<file path="config.mk">
export PLATFORM = sky130hd
export DESIGN_NAME = multi_slot_square_wave_generator_core
export DESIGN_NICKNAME = d
export VERILOG_FILES = /design/src/rtl/core/mssw_pkg.sv /design/src/rtl/core/multi_slot_square_wave_generator_core.sv
export SDC_FILE = /design/constraint.sdc
export NUM_CORES = 1
export LEC_CHECK = 0
export BUFFER_PORTS_ARGS = -buffer_cell sky130_fd_sc_hd__buf_2
export CAP_MARGIN = 30
export CORE_UTILIZATION = 50
export CTS_CLUSTER_SIZE = 24
export DETAILED_ROUTE_END_ITERATION = 10
export PLACE_DENSITY = 0.66
export SLEW_MARGIN = 20
export SYNTH_ARGS = -nofsm -noshare
export SYNTH_HDL_FRONTEND = slang
export SYNTH_SLANG_ARGS = --single-unit
</file>
<file path="constraint.sdc">
create_clock -name clock -period 16.1 [get_ports clock]
set_clock_uncertainty 0.15 [all_clocks]
set_input_delay 3.22 -clock clock [delete_from_list [all_inputs] [get_ports clock]]
set_output_delay 3.22 -clock clock [all_outputs]
set_load 0.01 [all_outputs]
</file>
<file path="src/rtl/core/mssw_pkg.sv">
// ----------------------------------------------------------------------------
// mssw_pkg - shared definitions for the multi-slot square wave generator
// Command and transition codes, result type and arithmetic constants.
// ----------------------------------------------------------------------------
`default_nettype none

package mssw_pkg;

   // default slot count of the core
   localparam int SLOTS_DEFAULT = 8;

   // results reported per input item at most
   localparam int MAX_RESULTS = 8;
   localparam int CNT_W       = $clog2(MAX_RESULTS + 1);

   localparam int DUTY_FULL    = 100;
   localparam int PERIOD_FLOOR = 2;

   // floor(x / 100) == (x * RECIP_MUL) >> RECIP_SHIFT for x < 2**23
   localparam int          RECIP_SHIFT = 30;
   localparam logic [23:0] RECIP_MUL   = 24'd10737419;

   // command codes
   localparam logic [1:0] CMD_TICK  = 2'd0;
   localparam logic [1:0] CMD_START = 2'd1;
   localparam logic [1:0] CMD_STOP  = 2'd2;

   // transition codes
   localparam logic [1:0] TR_LOW    = 2'd0;
   localparam logic [1:0] TR_HIGH   = 2'd1;
   localparam logic [1:0] TR_TOGGLE = 2'd2;

   typedef struct packed {
      logic       last;
      logic [1:0] transition;
      logic [2:0] slot_res;
   } rsp_type;

endpackage

`default_nettype wire

</file>
<file path="src/rtl/core/multi_slot_square_wave_generator_core.sv">
// ----------------------------------------------------------------------------
// multi_slot_square_wave_generator_core - multi-slot square wave generator
// Keeps SLOTS timed square-wave slots and reports their output transitions.
// ----------------------------------------------------------------------------
// Each request transfer carries a command in req_tuser. A start on an idle
// slot arms it (period 1 is raised to 2, a short nonzero duration is raised to
// the period, duty is clamped to 100 percent) and reports HIGH; a stop on an
// active slot disarms it and reports LOW; a tick walks all slots in order,
// counting down durations (LOW on expiry) and advancing phases (TOGGLE at
// phase 0 and at the toggle point period*duty/100). A tick reports at most
// eight transitions, the final one marked with rsp_tlast. The core handles one
// request at a time. A tick walks one slot per cycle through the single slot
// update unit, pausing while the result side stalls, then gives the final
// result; a start forms the toggle point in two steps on the shared
// multiplier, then arms the slot; a stop goes straight to the final step;
// an ignored request leaves the core idle. A start or stop also waits in its
// final step while the result register is still held by the result side. The
// result register lets the next request enter while the last result waits.
// ----------------------------------------------------------------------------
`default_nettype none

module multi_slot_square_wave_generator_core
   import mssw_pkg::*;
#(
   parameter int SLOTS = SLOTS_DEFAULT
) (
   input  wire logic        clock,
   input  wire logic        reset,
   // request channel
   input  wire logic        req_tvalid,
   output logic             req_tready,
   // [2:0] slot, [18:3] run_length, [34:19] wave_period,
   // [41:35] duty_percent, [47:42] zero
   input  wire logic [47:0] req_tdata,
   // [1:0] command
   input  wire logic [1:0]  req_tuser,
   // result channel
   output logic             rsp_tvalid,
   input  wire logic        rsp_tready,
   // [2:0] slot_res, [4:3] transition, [7:5] zero
   output logic [7:0]       rsp_tdata,
   output logic             rsp_tlast
);

   localparam int                SLOT_W   = (SLOTS > 1) ? $clog2(SLOTS) : 1;
   localparam logic [SLOT_W-1:0] LAST_IDX = SLOT_W'(SLOTS - 1);

   // sequencer states
   localparam logic [2:0] ST_IDLE  = 3'd0;
   localparam logic [2:0] ST_MUL1  = 3'd1;
   localparam logic [2:0] ST_MUL2  = 3'd2;
   localparam logic [2:0] ST_START = 3'd3;
   localparam logic [2:0] ST_WALK  = 3'd4;
   localparam logic [2:0] ST_FLUSH = 3'd5;

   // request fields
   logic [1:0]  req_cmd;
   logic [2:0]  req_slot;
   logic [15:0] req_dur;
   logic [15:0] req_per;
   logic [6:0]  req_duty;

   assign req_cmd  = req_tuser;
   assign req_slot = req_tdata[2:0];
   assign req_dur  = req_tdata[18:3];
   assign req_per  = req_tdata[34:19];
   assign req_duty = req_tdata[41:35];

   // control state
   logic [2:0]        st_ff, st_in;
   logic [SLOT_W-1:0] idx_ff, idx_in;
   logic [CNT_W-1:0]  cnt_ff, cnt_in;
   logic              pend_vld_ff, pend_vld_in;
   logic              out_vld_ff, out_vld_in;
   logic [SLOTS-1:0]  active_ff, active_in;

   // payload
   rsp_type           pend_ff, pend_in;
   rsp_type           out_ff, out_in;
   logic [SLOT_W-1:0] slot_ff, slot_in;
   logic [15:0]       dur_ff, dur_in;
   logic [15:0]       per_ff, per_in;
   logic [6:0]        duty_ff, duty_in;
   logic [47:0]       prod_ff, prod_in;

   // per-slot tables
   logic [15:0] rem_ff   [SLOTS];
   logic [15:0] per_tab_ff [SLOTS];
   logic [15:0] tog_ff   [SLOTS];
   logic [15:0] ph_ff    [SLOTS];

   // request decode
   logic [SLOT_W-1:0] req_idx;
   logic              slot_ok;
   logic [15:0]       per_raised;
   logic [15:0]       dur_raised;
   logic [6:0]        duty_sat;

   assign req_idx    = SLOT_W'(req_slot);
   assign slot_ok    = 6'(req_slot) < 6'(SLOTS);
   assign per_raised = (req_per == 16'd1) ? 16'(PERIOD_FLOOR) : req_per;
   assign dur_raised = ((req_dur != 16'd0) && (req_dur < per_raised)) ? per_raised : req_dur;
   assign duty_sat   = (req_duty > 7'(DUTY_FULL)) ? 7'(DUTY_FULL) : req_duty;

   // shared multiplier: period*duty, then the reciprocal step for /100
   logic [23:0] mul_a, mul_b;
   logic [47:0] mul_p;

   always_comb begin
      if (st_ff == ST_MUL2) begin
         mul_a = {1'b0, prod_ff[22:0]};
         mul_b = RECIP_MUL;
      end else begin
         mul_a = {8'd0, per_ff};
         mul_b = {17'd0, duty_ff};
      end
   end

   assign mul_p = mul_a * mul_b;

   // slot update unit, works on the slot under the walk index
   logic        w_act;
   logic [15:0] w_rem, w_per, w_tog, w_ph;
   logic        w_expire;
   logic [16:0] w_ph_inc;
   logic [15:0] w_ph_new;
   logic        w_hit;
   logic        w_ev;
   logic [1:0]  w_tr;
   logic        w_keep;
   logic        out_free;
   logic        w_stall;

   assign w_act    = active_ff[idx_ff];
   assign w_rem    = rem_ff[idx_ff];
   assign w_per    = per_tab_ff[idx_ff];
   assign w_tog    = tog_ff[idx_ff];
   assign w_ph     = ph_ff[idx_ff];
   assign w_expire = (w_rem == 16'd1);
   assign w_ph_inc = {1'b0, w_ph} + 17'd1;
   assign w_ph_new = (w_ph_inc == {1'b0, w_per}) ? 16'd0 : w_ph_inc[15:0];
   assign w_hit    = (w_ph_new == 16'd0) || (w_ph_new == w_tog);
   assign w_ev     = w_act && (w_expire || ((w_per != 16'd0) && w_hit));
   assign w_tr     = w_expire ? TR_LOW : TR_TOGGLE;
   assign w_keep   = w_ev && (cnt_ff < CNT_W'(MAX_RESULTS));
   assign out_free = !out_vld_ff || rsp_tready;
   // a new result must displace the pending one, which needs a free output
   assign w_stall  = w_keep && pend_vld_ff && !out_free;

   logic start_wr;
   logic walk_wr;

   always_comb begin
      st_in       = st_ff;
      idx_in      = idx_ff;
      cnt_in      = cnt_ff;
      pend_vld_in = pend_vld_ff;
      pend_in     = pend_ff;
      out_vld_in  = out_vld_ff && !rsp_tready;
      out_in      = out_ff;
      active_in   = active_ff;
      slot_in     = slot_ff;
      dur_in      = dur_ff;
      per_in      = per_ff;
      duty_in     = duty_ff;
      prod_in     = prod_ff;
      start_wr    = 1'b0;
      walk_wr     = 1'b0;

      unique case (st_ff)
         ST_IDLE: begin
            if (req_tvalid) begin
               slot_in = req_idx;
               dur_in  = dur_raised;
               per_in  = per_raised;
               duty_in = duty_sat;
               unique case (req_cmd)
                  CMD_TICK: begin
                     idx_in = '0;
                     cnt_in = '0;
                     st_in  = ST_WALK;
                  end
                  CMD_START: begin
                     if (slot_ok && !active_ff[req_idx]) begin
                        st_in = ST_MUL1;
                     end
                  end
                  CMD_STOP: begin
                     if (slot_ok && active_ff[req_idx]) begin
                        // drop the active mark, report LOW
                        active_in[req_idx] = 1'b0;
                        pend_in.last       = 1'b0;
                        pend_in.transition = TR_LOW;
                        pend_in.slot_res   = req_slot;
                        pend_vld_in        = 1'b1;
                        st_in              = ST_FLUSH;
                     end
                  end
                  default: begin
                  end
               endcase
            end
         end
         ST_MUL1: begin
            prod_in = mul_p;
            st_in   = ST_MUL2;
         end
         ST_MUL2: begin
            prod_in = mul_p;
            st_in   = ST_START;
         end
         ST_START: begin
            start_wr           = 1'b1;
            active_in[slot_ff] = 1'b1;
            pend_in.last       = 1'b0;
            pend_in.transition = TR_HIGH;
            pend_in.slot_res   = 3'(slot_ff);
            pend_vld_in        = 1'b1;
            st_in              = ST_FLUSH;
         end
         ST_WALK: begin
            if (!w_stall) begin
               walk_wr = w_act;
               if (w_act && w_expire) begin
                  active_in[idx_ff] = 1'b0;
               end
               if (w_keep) begin
                  // hand the previous result on, hold the new one back
                  if (pend_vld_ff) begin
                     out_vld_in = 1'b1;
                     out_in     = pend_ff;
                  end
                  pend_in.last       = 1'b0;
                  pend_in.transition = w_tr;
                  pend_in.slot_res   = 3'(idx_ff);
                  pend_vld_in        = 1'b1;
                  cnt_in             = cnt_ff + CNT_W'(1);
               end
               if (idx_ff == LAST_IDX) begin
                  st_in = ST_FLUSH;
               end else begin
                  idx_in = idx_ff + SLOT_W'(1);
               end
            end
         end
         ST_FLUSH: begin
            if (!pend_vld_ff) begin
               st_in = ST_IDLE;
            end else if (out_free) begin
               // final result of this request
               out_vld_in   = 1'b1;
               out_in       = pend_ff;
               out_in.last  = 1'b1;
               pend_vld_in  = 1'b0;
               st_in        = ST_IDLE;
            end
         end
         default: begin
            st_in = ST_IDLE;
         end
      endcase
   end

   always_ff @(posedge clock) begin
      if (reset) begin
         st_ff       <= ST_IDLE;
         idx_ff      <= '0;
         cnt_ff      <= '0;
         pend_vld_ff <= 1'b0;
         out_vld_ff  <= 1'b0;
         active_ff   <= '0;
      end else begin
         st_ff       <= st_in;
         idx_ff      <= idx_in;
         cnt_ff      <= cnt_in;
         pend_vld_ff <= pend_vld_in;
         out_vld_ff  <= out_vld_in;
         active_ff   <= active_in;
      end
   end

   always_ff @(posedge clock) begin
      pend_ff <= pend_in;
      out_ff  <= out_in;
      slot_ff <= slot_in;
      dur_ff  <= dur_in;
      per_ff  <= per_in;
      duty_ff <= duty_in;
      prod_ff <= prod_in;
   end

   // slot tables, written by a start or by the walk
   always_ff @(posedge clock) begin
      if (start_wr) begin
         rem_ff[slot_ff]     <= dur_ff;
         per_tab_ff[slot_ff] <= per_ff;
         tog_ff[slot_ff]     <= prod_ff[RECIP_SHIFT+15:RECIP_SHIFT];
         ph_ff[slot_ff]      <= 16'd0;
      end else if (walk_wr) begin
         if (w_rem != 16'd0) begin
            rem_ff[idx_ff] <= w_rem - 16'd1;
         end
         if (!w_expire && (w_per != 16'd0)) begin
            ph_ff[idx_ff] <= w_ph_new;
         end
      end
   end

   assign req_tready = (st_ff == ST_IDLE);
   assign rsp_tvalid = out_vld_ff;
   assign rsp_tdata  = {3'd0, out_ff.transition, out_ff.slot_res};
   assign rsp_tlast  = out_ff.last;

   // ------------------------------------------------------------------------
   // assertions
   // ------------------------------------------------------------------------
   a_cnt_bound: assert property (@(posedge clock) disable iff (reset)
      cnt_ff <= CNT_W'(MAX_RESULTS))
      else $error("result count above limit");

   a_idle_no_pend: assert property (@(posedge clock) disable iff (reset)
      (st_ff == ST_IDLE) |-> !pend_vld_ff)
      else $error("pending result left behind in idle");

   a_walk_range: assert property (@(posedge clock) disable iff (reset)
      (st_ff == ST_WALK) |-> (32'(idx_ff) < SLOTS))
      else $error("walk index out of range");

   a_start_arms: assert property (@(posedge clock) disable iff (reset)
      (st_ff == ST_START) |=> active_ff[slot_ff])
      else $error("start did not arm the slot");

   a_phase_bound: assert property (@(posedge clock) disable iff (reset)
      ((st_ff == ST_WALK) && w_act && (w_per != 16'd0)) |-> (w_ph < w_per))
      else $error("phase not below period");

endmodule

`default_nettype wire
</file>
Word level (Yosys, flattened, before mapping)
Memory sizes are Yosys's and may differ from the RTL's. A register that Yosys moved wholly into a read port is not among the register bits.
Cells that the tools add are included.
{"block": "word_totals", "register_bits": 120, "ram_bits": 512, "inputBits": 54, "output_inout_bits": 11, "memories": 4}
{"block": "classes", "n_addsub": 4, "multipliers": 1, "order_cmp": 9, "n_eq_ne": 28, "mux": 94, "n_bitwise": 5, "reduce_logical": 40}
{"name": "per_tab_ff", "words": 8, "width": 16, "rd": 1, "rd_clocked_by_memory_dff": 1, "write_ports": 1, "line": "multi_slot_square_wave_generator_core.sv:88", "source": "logic [15:0] per_tab_ff [SLOTS];"}
{"name": "ph_ff", "words": 8, "width": 16, "rd": 1, "rd_clocked_by_memory_dff": 1, "write_ports": 1, "line": "multi_slot_square_wave_generator_core.sv:90", "source": "logic [15:0] ph_ff [SLOTS];"}
{"name": "rem_ff", "words": 8, "width": 16, "rd": 1, "rd_clocked_by_memory_dff": 1, "write_ports": 1, "line": "multi_slot_square_wave_generator_core.sv:87", "source": "logic [15:0] rem_ff [SLOTS];"}
{"name": "tog_ff", "words": 8, "width": 16, "rd": 1, "rd_clocked_by_memory_dff": 1, "write_ports": 1, "line": "multi_slot_square_wave_generator_core.sv:89", "source": "logic [15:0] tog_ff [SLOTS];"}
{"operator": "16-bit 2-to-1 mux", "n": 5}
{"operator": "3-bit 2-to-1 mux", "n": 21}
{"operator": "6-bit 2-to-1 mux", "n": 10}
{"operator": "16-bit nonzero test", "n": 3}
{"operator": "23-bit by 24-bit multiplier with 46-bit output", "n": 1}
{"operator": "8-bit 2-to-1 mux", "n": 5}
{"operator": "16-bit by 1-bit equality test with 1-bit output (second input constant)", "n": 2}
{"operator": "1-bit 2-to-1 mux", "n": 32}
{"operator": "16-bit OR reduction", "n": 2}
{"operator": "24-bit 2-to-1 mux", "n": 1}
{"operator": "8-bit one-hot mux with 3 select lines", "n": 1}
{"operator": "6-bit AND reduction", "n": 4}
{"operator": "23-bit 2-to-1 mux", "n": 1}
{"operator": "2-bit inequality test (second input constant)", "n": 9}
{"operator": "3-bit one-hot mux with 6 select lines", "n": 1}
{"operator": "6-bit one-hot mux with 3 select lines", "n": 1}
{"operator": "16-bit by 1-bit adder with 17-bit output (second input constant)", "n": 1}
{"operator": "17-bit by 16-bit equality test with 1-bit output", "n": 1}
{"operator": "8-bit AND", "n": 2}
{"operator": "16-bit equality test", "n": 1}
{"operator": "16-bit zero test", "n": 1}
{"operator": "16-bit less-than comparator", "n": 1}
{"operator": "4-bit 2-to-1 mux", "n": 4}
{"operator": "8-bit NOT", "n": 2}
{"operator": "other kinds (37)", "n": 69}

Depth between registers and ports, before layout
{"block": "depth", "word_depth": 18, "ltp_mapped": 37}

Worst setup path before layout
Ideal clock, no wire load.
{"block": "synth_path", "path_kind": "register to register", "start": "register st_ff[1]", "end": "register prod_ff[45] (data pin)", "setup_ns": 0.260, "arrival_time_ns": 7.441, "slack_ns": 8.249, "path_stages_with_launch": 33, "path_buffers": 2, "period_less_slack_ns": 7.851, "cell_sequence": "dfxtp_1 clkbuf_1 nand2b_1 nor2_1 clkbuf_1 nand2_1 fa_1 inv_1 fa_1 inv_1 fa_1 fa_1 inv_1 fa_1 fa_1 inv_1 fa_1 inv_1 ha_1 a21o_1 a21oi_1 nor2b_1 o21a_1 nor3_1 o41ai_1 a31oi_1 o21ai_0 o211ai_1 nand3_1 o311ai_0 o21ai_0 a21oi_1 xnor2_1"}
{"block": "synth_via", "elab_chain_len": 3}
{"item": "from (decl)", "line": "multi_slot_square_wave_generator_core.sv:70", "source": "logic [2:0] st_ff, st_in;"}
{"item": "from (signal assigned)", "line": "multi_slot_square_wave_generator_core.sv:273", "source": "st_ff <= st_in;"}
{"item": "3-bit by 2-bit equality test with 1-bit output *", "line": "multi_slot_square_wave_generator_core.sv:110", "source": "if (st_ff == ST_MUL2) begin"}
{"item": "23-bit 2-to-1 mux / 24-bit 2-to-1 mux (equally long branches)", "line": "multi_slot_square_wave_generator_core.sv:110"}
{"item": "23-bit by 24-bit multiplier with 46-bit output *", "line": "multi_slot_square_wave_generator_core.sv:119", "source": "assign mul_p = mul_a * mul_b;"}
{"item": "via mul_p[45]", "line": "multi_slot_square_wave_generator_core.sv:107", "source": "logic [47:0] mul_p;"}
{"item": "to (signal assigned)", "line": "multi_slot_square_wave_generator_core.sv:289", "source": "prod_ff <= prod_in;"}
{"item": "to (decl)", "line": "multi_slot_square_wave_generator_core.sv:84", "source": "logic [47:0] prod_ff, prod_in;"}
The timed path passes the listed nets; every way through them passes the cells marked *.
A chain may end at the register's enable or synchronous reset.

Final worst setup path
{"block": "layout_path", "start": "register st_ff[2]", "end": "register prod_ff[45] (data pin)"}
Same word-level chain as after synthesis.

==> flow_results.xml <==
<?xml version="1.0" encoding="UTF-8"?>
<metrics>
  <group name="yosys">
    <metric name="synth_seq_cells" unit="">627</metric>
    <metric name="synth-edff-count" unit="">604</metric>
    <metric name="synth-warning-count" unit="">0</metric>
    <metric name="synthArstFlopShare" unit="%">0</metric>
    <metric name="synth_area" unit="mm^2">0.0394</metric>
    <metric name="ys.flop_type" unit="">edfxtp_1</metric>
    <metric name="netlist-cell-type-count" unit="">88</metric>
    <metric name="synthesis.area_per_instance" unit="um^2">13.7</metric>
    <metric name="netlist_instances" unit="">2870</metric>
    <metric name="synth_sequential_area_ratio" unit="%">47.2</metric>
  </group>
  <group name="timing">
    <metric name="rsz0062_at_grt" unit="">false</metric>
    <metric name="final_max_slew_viol_count" unit="">0</metric>
    <metric name="timing.fmax" unit="MHz">102</metric>
    <metric name="period_needed" unit="ps">9770</metric>
    <metric name="finalHoldViolations" unit="">0</metric>
    <metric name="final.setup.tns" unit="ps">0</metric>
    <metric name="worst_pin_slew" unit="ps">932</metric>
    <metric name="post-route-worst-setup-slack" unit="ps">6330</metric>
    <metric name="setup_viol" unit="">0</metric>
    <metric name="timing.max_slew.rel_slack" unit="%">37.8</metric>
    <metric name="part_of_the_cycle_the_worst_path_needs" unit="%">60.7</metric>
  </group>
  <group name="critical_path">
    <metric name="setup.reg_to_reg.worst_slack" unit="ps">6330</metric>
    <metric name="worst_r2r_startpoint" unit="">st_ff[2]</metric>
    <metric name="cp.required" unit="ps">16280</metric>
    <metric name="timing.setup.critical_path_class" unit="">reg2reg</metric>
    <metric name="worst_path_most_repeated_cell" unit="">fa_1</metric>
    <metric name="critical_path_end" unit="">prod_ff[45]</metric>
    <metric name="worst_r2r_endpoint" unit="">prod_ff[45]</metric>
    <metric name="worst_setup_path_end_kind" unit="">flip-flop</metric>
    <metric name="critPathSlowestCell" unit="">dfxtp_1</metric>
    <metric name="timing.critical_path.from_type" unit="">flip-flop</metric>
    <metric name="crit_path_start" unit="">st_ff[2]</metric>
    <metric name="worst_r2r_path_depth" unit="">31</metric>
    <metric name="timing.critical_path.fanout_max" unit="">54</metric>
    <metric name="crit_arrival" unit="ps">9950</metric>
    <metric name="worst_path_largest_cell_delay" unit="ps">710</metric>
  </group>
  <group name="route">
    <metric name="detail_route.first_pass.iterations" unit="">5</metric>
    <metric name="via_count" unit="">22669</metric>
    <metric name="route.detailed.drc" unit="">0</metric>
    <metric name="antenna_left" unit="">0</metric>
    <metric name="dr.first_iter.drc_count" unit="">1496</metric>
    <metric name="via_per_inst" unit="">5.60</metric>
    <metric name="route.final.wire_length" unit="mm">90.4</metric>
    <metric name="detail_route.wl_per_cell" unit="um">22.3</metric>
  </group>
  <group name="clock_tree">
    <metric name="postCtsResizedCells" unit="">0</metric>
    <metric name="postCtsSetupRepairBufs" unit="">0</metric>
    <metric name="clk_root_buffer_cell" unit="">clkbuf_16</metric>
    <metric name="tritoncts" unit="">built</metric>
    <metric name="number_of_buffers_between_clock_root_and_the_deepest_sink" unit="">3</metric>
    <metric name="h-tree-depth" unit="">3</metric>
    <metric name="clock_sink_count" unit="">627</metric>
    <metric name="worst_setup_hold_path_clk_slew" unit="ps">60</metric>
    <metric name="cts_inserted_buffers" unit="">68</metric>
    <metric name="postCtsHoldBufs" unit="">0</metric>
    <metric name="worst_skew_pair.late_latency" unit="ps">620</metric>
  </group>
  <group name="floorplanning">
    <metric name="initial_core_util" unit="%">50.7</metric>
    <metric name="floorplan.die.height" unit="um">283</metric>
    <metric name="ioPinCount" unit="">65</metric>
    <metric name="row_count" unit="">102</metric>
    <metric name="die_width" unit="um">283</metric>
    <metric name="die_area" unit="mm^2">0.0800</metric>
    <metric name="core-area" unit="mm^2">0.0777</metric>
  </group>
  <group name="global_routing">
    <metric name="globalRoute.totalOverflow" unit="">0</metric>
    <metric name="grt_max_degree" unit="">57</metric>
    <metric name="grt_pass1_wl" unit="mm">141</metric>
    <metric name="grt.total_usage" unit="%">23.6</metric>
    <metric name="grt_pass1_vias" unit="">24191</metric>
    <metric name="grt_antenna_before_repair" unit="">0</metric>
  </group>
  <group name="job">
    <metric name="timing.max_cap.violations" unit="">0</metric>
  </group>
  <group name="layout">
    <metric name="drive_above_1_share" unit="%">13.8</metric>
    <metric name="finalNetCount" unit="">3558</metric>
    <metric name="area_growth_syn_to_layout" unit="%">9.39</metric>
    <metric name="num_antenna_cells" unit="">0</metric>
  </group>
  <group name="outcome">
    <metric name="run_status" unit="">complete, no violations</metric>
  </group>
  <group name="place">
    <metric name="io_buffers" unit="">55</metric>
    <metric name="routabilityCongestion" unit="">0.908</metric>
    <metric name="post-dp-hpwl" unit="mm">65.3</metric>
    <metric name="post_placement_worst_setup_slack" unit="ps">6480</metric>
  </group>
  <group name="min_path">
    <metric name="worstHoldPathType" unit="">reg2reg</metric>
  </group>
</metrics>
routing by layer:
| layer | up-vias | track usage [%] | wire length [um] |
|---|---|---|---|
| met4 | 0 | 8.05 | 2630 |
| met3 | 134 | 3.37 | 4470 |
| met1 | 11592 | 30.9 | 37500 |
| met2 | 595 | 40.3 | 45800 |
| met5 | - | 0 | 0 |
| li1 | 10348 | - | - |
Yosys cell counts (all sizes together), types with 6 or more instances:
| master | number | area [um^2] |
|---|---|---|
| a211oi | 14 | 125 |
| a21o | 33 | 248 |
| a21oi | 67 | 335 |
| a31oi | 8 | 50.1 |
| and2 | 23 | 144 |
| and3 | 79 | 494 |
| buf | 48 | 367 |
| clkbuf | 56 | 210 |
| dfxtp | 23 | 460 |
| edfxtp | 604 | 18100 |
| fa | 284 | 5690 |
| ha | 262 | 3280 |
| inv | 458 | 1720 |
| mux2 | 45 | 507 |
| mux2i | 79 | 802 |
| mux4 | 129 | 2910 |
| nand2 | 169 | 642 |
| nand2b | 15 | 93.8 |
| nand3 | 43 | 220 |
| nand3b | 6 | 45.0 |
| nand4 | 15 | 93.8 |
| nor2 | 96 | 360 |
| nor2b | 13 | 81.3 |
| nor3 | 31 | 160 |
| nor3b | 13 | 97.6 |
| nor4 | 19 | 138 |
| o21a | 11 | 82.6 |
| o21ai | 28 | 140 |
| o21bai | 9 | 67.6 |
| o31ai | 9 | 67.6 |
| or2 | 6 | 37.5 |
| xnor2 | 67 | 609 |
| xor2 | 19 | 166 |
cell families (layout without fill, tap and decap cells):
logic type               count (synthesis)  after routing  synth area share (%)
AO/OA/AOI/OAI                          240            240                  4.25
XOR/XNOR                                91             91                  2.25
adder cells (fa/ha/maj)                546            546                  22.7
buffers and inverters                  563            672                  5.84
flip-flops                             627            627                  47.2
multiplexers                           253            253                  10.7
other                                    2             31                0.0190
AND/OR/NAND/NOR                        548            548                  7.05
stage by stage:
stage	hold WS [ps]	instance area [um^2]	utilization, %	std cells
CTS	271	43100	55.4	4045
floorplan	250	39500	-	2899
global placement	254	40900	52.6	3925
finish	269	43100	55.5	4048
global route	288	43100	55.5	4048
detailed placement	257	40900	52.6	3925
worst min-delay path by stage:
stage                   end  cells after the start       start  slack [ps]
6_report       rsp_tdata[4]                      0  pend_ff[4]         270
5_1_grt        rsp_tdata[4]                      0  pend_ff[4]         290
4_1_cts        rsp_tdata[4]                      0  pend_ff[4]         270
3_5_place_dp   rsp_tdata[4]                      0  pend_ff[4]         260
3_3_place_gp   rsp_tdata[2]                      0  pend_ff[2]         250
2_1_floorplan  rsp_tdata[0]                      0  pend_ff[0]         250
state kept, by name (all words and copies together), names as in the netlist, named ones only:
name / cells
active_ff: 8
cnt_ff: 4
dur_ff: 16
duty_ff: 7
idx_ff: 3
pend_ff: 5
pend_vld_ff: 1
per_ff: 16
per_tab_ff: 128
ph_ff: 128
prod_ff: 39
rem_ff: 128
rsp_tdata: 5
rsp_tlast: 1
rsp_tvalid: 1
slot_ff: 3
st_ff: 3
tog_ff: 128
area by class of cell:
cell class                      instances  area [um^2]
Clock inverter                         38          358
Sequential cell                       627        18600
Tap cell                             1040         1300
Timing Repair Buffer                   93          588
Multi-Input combinational cell       1709        18700
Clock buffer                           82         1810
Inverter                              459         1730
Fill cell                            6228        34600
critical path: cells and delay by family, from the launching register on:
kind | cells | cell delay [ps]
adder cells (fa/ha/maj) | 8 | 3240
AO/OA/AOI/OAI | 10 | 2960
AND/OR/NAND/NOR | 8 | 1480
flip-flops | 1 | 710
XOR/XNOR | 1 | 130
buffers and inverters | 4 | 760
cell usage in the layout, fill, tap and decap left out, drive strengths merged, types with 43 or more instances in the layout:
cell type and instances:
clkbuf 82, and3 79, mux2 45, mux4 129, edfxtp 604, nor2 96, fa 284, buf 93
ha 262, inv 463, nand3 43, mux2i 79, nand2 169, xnor2 67, a21oi 67
Power is left out: the tool's default activity adds up to more than one toggle a clock period on the data nets, which glitch-free logic cannot reach.
